**config.mk**
```make
export PLATFORM = sky130hd
export DESIGN_NAME = rms_level_onset_detector
export DESIGN_NICKNAME = d
export VERILOG_FILES = /design/src/hdl/rld_pkg.sv /design/src/hdl/rld_front.sv /design/src/hdl/rld_queue.sv /design/src/hdl/rld_back.sv /design/src/hdl/rms_level_onset_detector.sv
export SDC_FILE = /design/constraint.sdc
export NUM_CORES = 2
export LEC_CHECK = 0
export BUFFER_PORTS_ARGS = -buffer_cell sky130_fd_sc_hd__buf_2
export CAP_MARGIN = 20
export CORE_ASPECT_RATIO = 2
export CORE_UTILIZATION = 57
export CTS_CLUSTER_DIAMETER = 80
export DETAILED_ROUTE_END_ITERATION = 8
export GPL_TIMING_DRIVEN = 0
export PLACE_DENSITY = 0.81
export SETUP_SLACK_MARGIN = 0.1
export SYNTH_ARGS = -nofsm -noshare
export SYNTH_HDL_FRONTEND = slang
export SYNTH_HIERARCHICAL = 1
export SYNTH_SLANG_ARGS = --single-unit
```
**constraint.sdc**
```tcl
create_clock -name clk -period 22.2 [get_ports clk]
set_input_delay 3.33 -clock clk [delete_from_list [all_inputs] [get_ports clk]]
set_output_delay 3.33 -clock clk [all_outputs]
set_load 0.02 [all_outputs]
```
**src/hdl/rld_pkg.sv**
```systemverilog
package rld_pkg;

  // Field widths
  localparam int SAMPLE_W   = 16;
  localparam int LEVEL_W    = 15;
  localparam int RATE_W     = 16;
  localparam int CFG_DATA_W = 16;
  localparam int CFG_IDX_W  = 2;

  // Buffer accumulation
  localparam int MAX_FRAMES = 1024;
  localparam int CNT_W      = $clog2(MAX_FRAMES + 1);
  localparam int SUM_W      = 40;
  // A halved square is at most 2^28, so it needs 2*SAMPLE_W-3 bits.
  localparam int HSQ_W      = 2 * SAMPLE_W - 3;
  localparam int PAIR_W     = HSQ_W + 1;
  localparam logic [SUM_W-1:0] SUM_MAX = '1;

  // Division and square root
  localparam int DIV_W      = CNT_W + 1;
  localparam int DIV_STEPS  = SUM_W;
  localparam int MEAN_W     = HSQ_W;
  localparam int ROOT_W     = MEAN_W + 1;
  localparam int SQRT_STEPS = (MEAN_W + 1) / 2;
  localparam int STEP_W     = $clog2(DIV_STEPS);

  // Shared multiplier and accumulator
  localparam int MUL_A_W = RATE_W + 1;
  localparam int MUL_B_W = RATE_W;
  localparam int PROD_W  = MUL_A_W + MUL_B_W;
  localparam int ACC_W   = 32;
  localparam int FRAC_W  = 16;
  localparam logic [MUL_A_W-1:0] COEF_OLD = MUL_A_W'(60948);
  localparam logic [MUL_A_W-1:0] COEF_NEW = MUL_A_W'(4588);
  localparam logic [MUL_A_W-1:0] UNITY    = MUL_A_W'(65536);
  localparam logic [ACC_W-1:0]   ROUND    = ACC_W'(32768);

  // Reset values of the registers and of the threshold
  localparam logic [RATE_W-1:0]  DECAY_RESET = RATE_W'(3277);
  localparam logic [LEVEL_W-1:0] MIN_RESET   = LEVEL_W'(3277);
  localparam logic [LEVEL_W-1:0] THR_RESET   = LEVEL_W'(3277);

  // Queue of closed buffers
  localparam int QDEPTH = 2;
  localparam int QCNT_W = $clog2(QDEPTH + 1);
  localparam int QPTR_W = (QDEPTH > 1) ? $clog2(QDEPTH) : 1;

  typedef enum logic [CFG_IDX_W-1:0] {
    CFG_DECAY_RATE    = 2'd0,
    CFG_MIN_THRESHOLD = 2'd1
  } cfg_index_t;

  typedef struct packed {
    logic [RATE_W-1:0]  decay_rate;
    logic [LEVEL_W-1:0] min_threshold;
  } config_t;

  typedef struct packed {
    logic [SUM_W-1:0] sum;
    logic [CNT_W-1:0] count;
  } buffer_t;

  typedef struct packed {
    logic [QCNT_W-1:0] count;
    logic              not_empty;
  } queue_status_t;

  typedef struct packed {
    logic [LEVEL_W-1:0] rms;
    logic [LEVEL_W-1:0] smoothed;
    logic               onset;
    logic [LEVEL_W-1:0] threshold;
  } result_t;

endpackage

```
**src/hdl/rld_front.sv**
```systemverilog
module rld_front (
  input  logic                                clk,
  input  logic                                rst,
  input  logic                                in_valid,
  output logic                                in_ready,
  input  logic signed [rld_pkg::SAMPLE_W-1:0] left_sample,
  input  logic signed [rld_pkg::SAMPLE_W-1:0] right_sample,
  input  logic                                last_frame,
  input  rld_pkg::queue_status_t              q_status,
  output logic                                push,
  output rld_pkg::buffer_t                    push_data
);
  import rld_pkg::*;

  logic                        accept;
  logic signed [2*SAMPLE_W-1:0] left_sq;
  logic signed [2*SAMPLE_W-1:0] right_sq;
  logic [PAIR_W-1:0]           pair;
  logic                        counted;
  logic [CNT_W-1:0]            count;
  logic [CNT_W-1:0]            count_inc;
  logic [QCNT_W:0]             busy;

  logic                        a_valid;
  logic                        a_last;
  logic [PAIR_W-1:0]           a_pair;
  logic [CNT_W-1:0]            a_count;

  logic [SUM_W-1:0]            sum;
  logic [SUM_W:0]              sum_add;
  logic [SUM_W-1:0]            sum_sat;

  // A closing frame in the adder stage reserves its queue slot before it is pushed.
  assign busy     = {1'b0, q_status.count} + {{QCNT_W{1'b0}}, a_valid & a_last};
  assign in_ready = busy < (QCNT_W + 1)'(QDEPTH);
  assign accept   = in_valid && in_ready;

  // Squares of both samples, halved twice (the square of the halved sample).
  assign left_sq  = left_sample * left_sample;
  assign right_sq = right_sample * right_sample;
  assign pair     = {1'b0, left_sq[HSQ_W+1:2]} + {1'b0, right_sq[HSQ_W+1:2]};

  // Frames beyond the limit add nothing but may still close the buffer.
  assign counted   = count < CNT_W'(MAX_FRAMES);
  assign count_inc = count + CNT_W'(counted);

  // First stage: squares and frame count.
  always_ff @(posedge clk) begin
    if (rst) begin
      a_valid <= 1'b0;
      a_last  <= 1'b0;
      count   <= '0;
    end else begin
      a_valid <= accept;
      if (accept) begin
        a_last <= last_frame;
        count  <= last_frame ? '0 : count_inc;
      end
    end
  end

  always_ff @(posedge clk) begin
    if (accept) begin
      a_pair  <= counted ? pair : '0;
      a_count <= count_inc;
    end
  end

  // Second stage: saturating accumulation of the buffer.
  assign sum_add = {1'b0, sum} + (SUM_W + 1)'(a_pair);
  assign sum_sat = sum_add[SUM_W] ? SUM_MAX : sum_add[SUM_W-1:0];

  always_ff @(posedge clk) begin
    if (rst) begin
      sum <= '0;
    end else if (a_valid) begin
      sum <= a_last ? '0 : sum_sat;
    end
  end

  // A closing frame hands the whole buffer to the queue.
  assign push            = a_valid && a_last;
  assign push_data.sum   = sum_sat;
  assign push_data.count = a_count;

endmodule

```
**src/hdl/rld_queue.sv**
```systemverilog
module rld_queue (
  input  logic                   clk,
  input  logic                   rst,
  input  logic                   push,
  input  rld_pkg::buffer_t       push_data,
  input  logic                   pop,
  output rld_pkg::buffer_t       head,
  output rld_pkg::queue_status_t status
);
  import rld_pkg::*;

  buffer_t           entries [QDEPTH];
  logic [QPTR_W-1:0] wr_ptr;
  logic [QPTR_W-1:0] rd_ptr;
  logic [QCNT_W-1:0] count;

  // Storage of closed buffers.
  always_ff @(posedge clk) begin
    if (push) begin
      entries[wr_ptr] <= push_data;
    end
  end

  // Pointers and fill level.
  always_ff @(posedge clk) begin
    if (rst) begin
      wr_ptr <= '0;
      rd_ptr <= '0;
      count  <= '0;
    end else begin
      if (push) begin
        wr_ptr <= (wr_ptr == QPTR_W'(QDEPTH - 1)) ? '0 : wr_ptr + 1'b1;
      end
      if (pop) begin
        rd_ptr <= (rd_ptr == QPTR_W'(QDEPTH - 1)) ? '0 : rd_ptr + 1'b1;
      end
      count <= count + QCNT_W'(push) - QCNT_W'(pop);
    end
  end

  assign head             = entries[rd_ptr];
  assign status.count     = count;
  assign status.not_empty = count != '0;

endmodule

```
**src/hdl/rld_back.sv**
```systemverilog
module rld_back (
  input  logic             clk,
  input  logic             rst,
  input  rld_pkg::config_t cfg,
  input  logic             q_valid,
  input  rld_pkg::buffer_t head,
  output logic             pop,
  output logic             out_valid,
  input  logic             out_ready,
  output rld_pkg::result_t result
);
  import rld_pkg::*;

  typedef enum logic [7:0] {
    ST_IDLE   = 8'b0000_0001,
    ST_DIV    = 8'b0000_0010,
    ST_SQRT   = 8'b0000_0100,
    ST_SM_OLD = 8'b0000_1000,
    ST_SM_NEW = 8'b0001_0000,
    ST_DC_OLD = 8'b0010_0000,
    ST_DC_MIN = 8'b0100_0000,
    ST_FINISH = 8'b1000_0000
  } state_t;

  state_t             state;
  logic [STEP_W-1:0]  step;

  logic [SUM_W-1:0]   dvd;
  logic [DIV_W-1:0]   rem;
  logic [DIV_W-1:0]   divisor;
  logic [DIV_W:0]     rem_sh;
  logic               ge;
  logic [DIV_W:0]     rem_sub;

  logic [ROOT_W-1:0]  sq_n;
  logic [ROOT_W-1:0]  sq_root;
  logic [ROOT_W-1:0]  sq_bit;
  logic [ROOT_W-1:0]  trial;
  logic [LEVEL_W-1:0] rms;

  logic [MUL_A_W-1:0] mul_a;
  logic [MUL_B_W-1:0] mul_b;
  logic [ACC_W-1:0]   base;
  logic [PROD_W-1:0]  product;
  logic [PROD_W-1:0]  acc_sum;
  logic [ACC_W-1:0]   acc;
  logic [LEVEL_W-1:0] acc_level;

  logic [LEVEL_W-1:0] smoothed_state;
  logic [LEVEL_W-1:0] threshold_state;
  logic               out_free;
  logic               onset_next;

  assign pop      = (state == ST_IDLE) && q_valid;
  assign out_free = !out_valid || out_ready;

  // Restoring division, one quotient bit per cycle.
  assign rem_sh  = {rem, dvd[SUM_W-1]};
  assign ge      = rem_sh >= {1'b0, divisor};
  assign rem_sub = ge ? rem_sh - {1'b0, divisor} : rem_sh;

  // Digit-by-digit square root, one result bit per cycle.
  assign trial = sq_root + sq_bit;
  assign rms   = sq_root[LEVEL_W-1:0];

  // Shared multiplier: operands chosen by the step of the update.
  always_comb begin
    mul_a = '0;
    mul_b = '0;
    base  = acc;
    case (state)
      ST_SM_OLD: begin
        mul_a = COEF_OLD;
        mul_b = MUL_B_W'(smoothed_state);
        base  = ROUND;
      end
      ST_SM_NEW: begin
        mul_a = COEF_NEW;
        mul_b = MUL_B_W'(rms);
      end
      ST_DC_OLD: begin
        mul_a = UNITY - {1'b0, cfg.decay_rate};
        mul_b = MUL_B_W'(threshold_state);
        base  = ROUND;
      end
      ST_DC_MIN: begin
        mul_a = {1'b0, cfg.decay_rate};
        mul_b = MUL_B_W'(cfg.min_threshold);
      end
      default: begin
        mul_a = '0;
        mul_b = '0;
      end
    endcase
  end

  assign product    = mul_a * mul_b;
  assign acc_sum    = PROD_W'(base) + product;
  assign acc_level  = acc[FRAC_W+LEVEL_W-1:FRAC_W];
  assign onset_next = rms > acc_level;

  // Sequencer and level state.
  always_ff @(posedge clk) begin
    if (rst) begin
      state           <= ST_IDLE;
      out_valid       <= 1'b0;
      smoothed_state  <= '0;
      threshold_state <= THR_RESET;
    end else begin
      if (out_valid && out_ready) begin
        out_valid <= 1'b0;
      end
      unique case (state)
        ST_IDLE: begin
          if (q_valid) begin
            state <= ST_DIV;
          end
        end
        ST_DIV: begin
          if (step == '0) begin
            state <= ST_SQRT;
          end
        end
        ST_SQRT: begin
          if (step == '0) begin
            state <= ST_SM_OLD;
          end
        end
        ST_SM_OLD: begin
          state <= ST_SM_NEW;
        end
        ST_SM_NEW: begin
          state <= ST_DC_OLD;
        end
        ST_DC_OLD: begin
          smoothed_state <= acc_level;
          state          <= ST_DC_MIN;
        end
        ST_DC_MIN: begin
          state <= ST_FINISH;
        end
        ST_FINISH: begin
          if (out_free) begin
            threshold_state <= onset_next ? rms : acc_level;
            out_valid       <= 1'b1;
            state           <= ST_IDLE;
          end
        end
        default: begin
          state <= ST_IDLE;
        end
      endcase
    end
  end

  // Datapath registers of the division, root and products.
  always_ff @(posedge clk) begin
    case (state)
      ST_IDLE: begin
        step <= STEP_W'(DIV_STEPS - 1);
        rem  <= '0;
        // An empty buffer divides zero by one, giving a level of zero.
        if (head.count == '0) begin
          dvd     <= '0;
          divisor <= DIV_W'(1);
        end else begin
          dvd     <= head.sum;
          divisor <= {head.count, 1'b0};
        end
      end
      ST_DIV: begin
        dvd  <= {dvd[SUM_W-2:0], ge};
        rem  <= rem_sub[DIV_W-1:0];
        step <= step - 1'b1;
        if (step == '0) begin
          step    <= STEP_W'(SQRT_STEPS - 1);
          sq_n    <= {1'b0, dvd[MEAN_W-2:0], ge};
          sq_root <= '0;
          sq_bit  <= ROOT_W'(1) << (2 * (SQRT_STEPS - 1));
        end
      end
      ST_SQRT: begin
        if (sq_n >= trial) begin
          sq_n    <= sq_n - trial;
          sq_root <= (sq_root >> 1) + sq_bit;
        end else begin
          sq_root <= sq_root >> 1;
        end
        sq_bit <= sq_bit >> 2;
        step   <= step - 1'b1;
      end
      ST_SM_OLD, ST_SM_NEW, ST_DC_OLD, ST_DC_MIN: begin
        acc <= acc_sum[ACC_W-1:0];
      end
      default: begin
      end
    endcase
    if (state == ST_FINISH && out_free) begin
      result.rms       <= rms;
      result.smoothed  <= smoothed_state;
      result.onset     <= onset_next;
      result.threshold <= onset_next ? rms : acc_level;
    end
  end

endmodule

```
**src/hdl/rms_level_onset_detector.sv**
```systemverilog
// RMS level meter with a decaying onset threshold. Each input beat is one
// stereo frame; the beat marked last closes the buffer, and one result beat
// follows each closed buffer, holding the RMS of the halved samples, the
// smoothed level, the onset flag and the new threshold. In the back unit a
// closed buffer is taken from the queue, the divider forms the 40-bit mean
// one quotient bit at a time, the 15-bit root follows one bit at a time, four
// passes through one shared multiplier make the smoothing and threshold
// update, and a final step loads the result once the output is free. A queue
// of two closed buffers sits between the accumulator and this unit, so frames
// of the next buffer keep flowing; input stalls only while two buffers wait
// for the unit, and in the cycle after a closing frame is taken while one
// buffer already waits. Buffers of at least 61 frames stream without stalling
// while the output keeps up. Configuration writes are always accepted and
// should be made while the block is idle.
module rms_level_onset_detector (
  input  logic                                clk,
  input  logic                                rst,
  // Frame input
  input  logic                                s_axis_tvalid,
  output logic                                s_axis_tready,
  input  logic [2*rld_pkg::SAMPLE_W-1:0]      s_axis_tdata,  // left_sample, right_sample
  input  logic                                s_axis_tlast,  // last_frame
  // Result output
  output logic                                m_axis_tvalid,
  input  logic                                m_axis_tready,
  output logic [47:0]                         m_axis_tdata,  // rms_level, smoothed_level,
                                                             // threshold, zero padding
  output logic                                m_axis_tuser,  // onset
  // Configuration writes
  input  logic                                cfg_valid,
  output logic                                cfg_ready,
  input  logic [rld_pkg::CFG_IDX_W-1:0]       cfg_index,
  input  logic [rld_pkg::CFG_DATA_W-1:0]      cfg_data
);
  import rld_pkg::*;

  config_t       cfg;
  logic          push;
  buffer_t       push_data;
  logic          pop;
  buffer_t       head;
  queue_status_t q_status;
  result_t       result;

  // Configuration registers.
  assign cfg_ready = 1'b1;

  always_ff @(posedge clk) begin
    if (rst) begin
      cfg.decay_rate    <= DECAY_RESET;
      cfg.min_threshold <= MIN_RESET;
    end else if (cfg_valid && cfg_ready) begin
      if (cfg_index == CFG_DECAY_RATE) begin
        cfg.decay_rate <= cfg_data[RATE_W-1:0];
      end else if (cfg_index == CFG_MIN_THRESHOLD) begin
        cfg.min_threshold <= cfg_data[LEVEL_W-1:0];
      end
    end
  end

  rld_front u_front (
    .clk          (clk),
    .rst          (rst),
    .in_valid     (s_axis_tvalid),
    .in_ready     (s_axis_tready),
    .left_sample  (s_axis_tdata[SAMPLE_W-1:0]),
    .right_sample (s_axis_tdata[2*SAMPLE_W-1:SAMPLE_W]),
    .last_frame   (s_axis_tlast),
    .q_status     (q_status),
    .push         (push),
    .push_data    (push_data)
  );

  rld_queue u_queue (
    .clk       (clk),
    .rst       (rst),
    .push      (push),
    .push_data (push_data),
    .pop       (pop),
    .head      (head),
    .status    (q_status)
  );

  rld_back u_back (
    .clk       (clk),
    .rst       (rst),
    .cfg       (cfg),
    .q_valid   (q_status.not_empty),
    .head      (head),
    .pop       (pop),
    .out_valid (m_axis_tvalid),
    .out_ready (m_axis_tready),
    .result    (result)
  );

  // Output beat packing.
  assign m_axis_tdata = {3'b000, result.threshold, result.smoothed, result.rms};
  assign m_axis_tuser = result.onset;

  // A closing frame taken in always finds a free slot waiting for it.
  assert property (@(posedge clk) disable iff (rst)
    (s_axis_tvalid && s_axis_tready && s_axis_tlast) |=> (q_status.count < QCNT_W'(QDEPTH)))
    else $error("closing frame accepted without a free queue slot");

  // The queue is never written while full unless it is read in the same cycle.
  assert property (@(posedge clk) disable iff (rst)
    push |-> (q_status.count < QCNT_W'(QDEPTH) || pop))
    else $error("buffer pushed into a full queue");

  // On an onset the threshold takes the RMS level.
  assert property (@(posedge clk) disable iff (rst)
    (m_axis_tvalid && m_axis_tuser) |-> (result.threshold == result.rms))
    else $error("onset result with threshold different from the level");

endmodule
```
-- After elaboration in Yosys (flattened, before gate mapping)
Memory sizes are Yosys's and may differ from the RTL's. A register that Yosys moved wholly into a read port is not among the register bits.
Cells that the tools add are included.
- flip-flop bits (word level): 406
- memory bits (writable): 102
- input bits: 56
- logic and storage cells: 126
- memories: 1
- $add $sub $neg: 15
- $mul: 3
- magnitude comparators: 5
- equal/unequal tests: 14
- muxes and demuxes: 36
- bitwise operators: 2
- reductions and logical operators: 22
- memories (name ; words ; bits a word ; read ports ; clocked after Yosys merged registers in ; wr ports ; line ; source):
    u_queue.entries ; 2 ; 51 ; 1 ; 1 ; 1 ; rld_queue.sv:12 ; buffer_t entries [QDEPTH];
- operators with widths (cell ; number):
    one-hot mux 30 bit (2 select lines) ; 3
    two-way mux 30 bit ; 5
    two-way mux 40 bit ; 3
    one-hot mux 40 bit (2 select lines) ; 1
    one-hot mux 17 bit (4 select lines) ; 1
    one-hot mux 8 bit (8 select lines) ; 1
    multiplier 16 x 16 -> 31 bit ; 2
    one-hot mux 15 bit (4 select lines) ; 1
    adder 40 x 30 -> 41 bit ; 1
    adder 32 bit ; 1
    multiplier 17 x 15 -> 32 bit ; 1
    two-way mux 32 bit ; 1
    two-way mux 8 bit ; 4
    adder 29 x 29 -> 30 bit ; 1
    adder 29 x 30 -> 30 bit ; 1
    adder 30 bit ; 1
    greater-or-equal comparator 30 bit ; 1
    subtractor 30 bit ; 1
    one-hot mux 12 bit (2 select lines) ; 1
    one-hot mux 6 bit (3 select lines) ; 1
    subtractor 17 x 16 -> 17 bit, first input constant ; 1
    > comparator 15 bit ; 1
    two-way mux 15 bit ; 1
    greater-or-equal comparator 13 x 12 -> 1 bit ; 1
    other kinds (38) ; 61

-- Longest topological paths before layout
- depth in word-level cells: 4
- mapped depth: 35
- gate-level depth less buffers: 34

-- By module
Netlist, hierarchy kept.
- modules (own cells, without submodules) (module ; instances ; cells each ; area each (µm²) ; seq. area each (µm²)):
    rld_front ; 1 ; 2730 ; 24210.7 ; 2292.2
    rld_back ; 1 ; 2527 ; 24033.0 ; 7447.1
    rld_queue ; 1 ; 179 ; 4149.0 ; 3163.0
    rms_level_onset_detector ; 1 ; 128 ; 1291.2 ; 620.6

-- Worst setup path before layout
No wires, ideal clock.
- path type: input port to flip-flop
- start point: input s_axis_tdata[18] in the netlist's numbering
- end point: register u_front.a_pair[28], data pin
- arrival time: 10.833 ns
- required time: 21.930 ns
- setup slack: 11.097 ns
- stages on the path: 31
- path buffers: 2
- cells stage by stage: clkbuf_1 -> clkbuf_1 -> nand2_1 -> inv_1 -> fa_1 -> inv_1 -> fa_1 -> fa_1 -> fa_1 -> inv_1 -> fa_1 -> inv_1 -> fa_1 -> inv_1 -> ha_1 -> a21o_1 -> a21o_1 -> nor3_4 -> a21oi_2 -> a41o_1 -> and3_1 -> o221a_1 -> or4_4 -> and3_4 -> a311o_1 -> ha_1 -> a211o_1 -> or3_1 -> a211oi_1 -> or4_1 -> a21oi_1
- word-level cells in the longest chain between the ends: 2
- ends and longest elaborated chain (what ; line ; source):
    start, declared ; rms_level_onset_detector.sv:21 ; input logic [2*rld_pkg::SAMPLE_W-1:0] s_axis_tdata,
    multiplier 16 x 16 -> 31 bit ; rld_front.sv:40 ; assign right_sq = right_sample * right_sample;
    adder 29 x 29 -> 30 bit ; rld_front.sv:41 ; assign pair = {1'b0, left_sq[HSQ_W+1:2]} + {1'b0, right_sq[HSQ_W+1:2]};
    end signal, assigned ; rld_front.sv:64 ; a_pair <= counted ? pair : '0;
    end, declared ; rld_front.sv:26 ; logic [PAIR_W-1:0] a_pair;
Every way passes these cells.
A chain may end at the register's enable or synchronous reset.

-- Final worst setup path
- start point: input s_axis_tdata[21] in the netlist's numbering
- end point: register u_front.a_pair[25], data pin
The elaborated chain is that of the path after synthesis.

==> metrics <==
nets=6,893; Setup TNS=0 ps; GRT Overall Usage=31.6%; drt initial violations=2,717; cell count after synthesis=5,564; cts bufs inserted=42; Most used DFF post-synth=edfxtp_1; Area Growth Syn to Fin=7.06%; Starting Density=57.8%; final-report setup violation count=0; largest net degree at the start of global routing=46; detailed-route DRC error count=0; first-pass GRT wire length=231 mm; status=complete, no violations; RSZ-0062 raised after global routing=false; Core Area=92,900 sq um; Die ar.=95,500 sq um; clock latency at the later pin of the worst-skew pair=640 ps; initial antenna violation count=3; FP Rows=158; detailed-placement wirelength estimate=between 100 and 150 mm; die width=219 um; Seq cells post-synth=493; I/O pin cnt=108; CTS max path bufs=3; crit path capture type=register; Routed wire per std cell=roughly 21 um; Post-Syn Area per Cell=9.65 sq um; Clock Sink Count=493; Multi-input gate area=35,500 sq um; Slew @ Worst Pin=about 1200 ps; Final Cycle Share=between 50% and 60%; Data required, critical path=roughly 23,000 ps; Crit path arrival time=between 10,000 and 15,000 ps; Die Height=436 um; Seq/Total Area, Yosys=25.2%; Reg clk slew, reported paths=70 ps; EDFF count, synth=365; CTS Hold Buffers Added=0; Yosys warning total=6; vias in the first global route=44,700; Syn Std Cell Area=53,700 sq um; skew final=34.5 ps; # fillers=7,642; TritonCTS clock tree=yes; Netlist cell types=100; Antenna Nets Post-Route=0; setup bufs post-CTS=0; via count=41,300; FFs w/ async S/R, synth=0%; Final Hold Viols=0; Root Driver=clkbuf_16; CP Class=in2reg; total wire length=148 mm; layout cells sized above 1=6.07%; Final Max Tran Viols=0; fmax=82.2 MHz; first-pass iteration count of the detailed router=8; Placer Congestion=1.03; Max-cap violations=0; crit start category=input port; min-delay worst type=reg2reg; DR vias/cell=5.93; H-tree depth=2; Slew Limit Headroom=20.3%; Post-CTS Resized=0; Port Buf Inserts=98; FF/Latch Area=13,500 sq um; worst-path fanout max=10; grt total ovfl=0; fin crit period=12,160 ps
-- final timing paths --
| check | start | to | slack, ps | depth (start not counted) |
|---|---|---|---|---|
| worst max-delay path | s_axis_tdata[21] | u_front/a_pair[25] | 10040 | 27 |
| worst min-delay path | u_front/a_count[4] | u_queue/entries[0][4] | 450 | 0 |
| worst max register to register | u_back/state[1] | u_back/acc[21] | 12620 | 23 |
| worst min register to register | u_front/a_count[4] | u_queue/entries[0][4] | 450 | 0 |
-- cell usage after synthesis (81+ instances only) --
library cell | count | area share, %
inv_1 | 1005 | 7.0
fa_1 | 679 | 25
nand2_1 | 526 | 3.7
nor2_1 | 428 | 3.0
ha_1 | 423 | 9.9
edfxtp_1 | 365 | 20
a21oi_1 | 217 | 2.0
clkbuf_1 | 188 | 1.3
xnor2_1 | 156 | 2.5
o21ai_0 | 149 | 1.4
dfxtp_1 | 128 | 4.8
xor2_1 | 100 | 1.6
and2_1 | 95 | 1.1
a21o_1 | 85 | 1.2
a22o_1 | 81 | 1.3
-- placed cells by master (no fill, tap or decap), types with 120 or more instances in the layout --
| master | instances |
|---|---|
| o21ai_0 | 149 |
| buf_2 | 120 |
| xnor2_1 | 156 |
| dfxtp_1 | 128 |
| ha_1 | 423 |
| nand2_1 | 524 |
| inv_1 | 1004 |
| a21oi_1 | 217 |
| edfxtp_1 | 365 |
| fa_1 | 679 |
| nor2_1 | 428 |
| clkbuf_1 | 191 |
-- final cells by class --
cell class,instances,share of cell area [%]
tap,1200,2.61
timing repair buffer,125,1.33
clock buffer,48,1.90
antenna,3,0.0131
buffer,218,1.65
inverter,1009,6.59
multi-input combinational,3846,61.7
sequential,493,23.5
clock inverter,29,0.686
-- metal layers --
layer | wire [um] | track usage [%] | up-vias | share of wire, %
met1 | 45200 | 29.1 | 20200 | 31
met2 | 78700 | 58.9 | 1753 | 53
met3 | 7680 | 4.17 | 814 | 5.2
met5 | 0 | 0 | - | 0
met4 | 16300 | 28.9 | 0 | 11
li1 | - | - | 18600 | -
-- sequential cells by signal, summed over array words and instances (netlist names), 11 cells and up, named ones only --
name and cells:
u_queue/entries 102, u_back/smoothed_state 15, u_back/sq_n 30, u_back/rem 12, u_front/sum 40, u_back/threshold_state 15, u_front/a_count 11, u_front/count 11
u_back/acc 31, u_back/sq_bit 15, u_front/a_pair 30, u_back/dvd 40, u_back/result 46, u_back/sq_root 30, cfg 31, u_back/divisor 12
-- cell families after synthesis --
kind of cell               after synthesis  share of synthesized area (%)
adders and majority gates             1102                           35.2
and+or+nand+nor                       1485                           12.8
other                                    2                         0.0140
muxes                                  104                           2.43
DFF                                    493                           25.2
buffers and inverters                 1227                           8.82
xor gates and xnor gates               258                           4.27
AOI/OAI and AO/OA                      893                           11.3
-- through the flow --
stage	cell area [sq um]	hold slack, ps	std cells	utilization, %	worst slack, ps
after floorplan	53700	421	5566	-	11100
after global placement	55700	423	6864	59.9	9530
after detailed placement	56000	435	6888	60.2	9610
after CTS	57400	453	6965	61.8	10240
after global routing	57500	462	6969	61.9	9770
final	57500	452	6971	61.9	10040
-- critical path: stages --
cell       delay (ps)
clkbuf_1          540
clkbuf_1          650
nand2_1           160
fa_1              530
inv_1              70
fa_1              530
ha_1              130
inv_1              40
fa_1              470
fa_1              550
inv_1              60
fa_1              360
ha_1              260
or4_1             500
o21ai_0           500
o21ai_0           200
a21oi_1           270
o21bai_1           90
a21oi_1           180
xnor2_1           340
ha_1              390
and3_1            270
a221oi_1          420
a21oi_1           180
o41ai_2           540
nor2_1            100
a2111oi_0         800
Power is not shown: default switching activity piles up to over one toggle a cycle in this logic, so the estimate is an artifact.
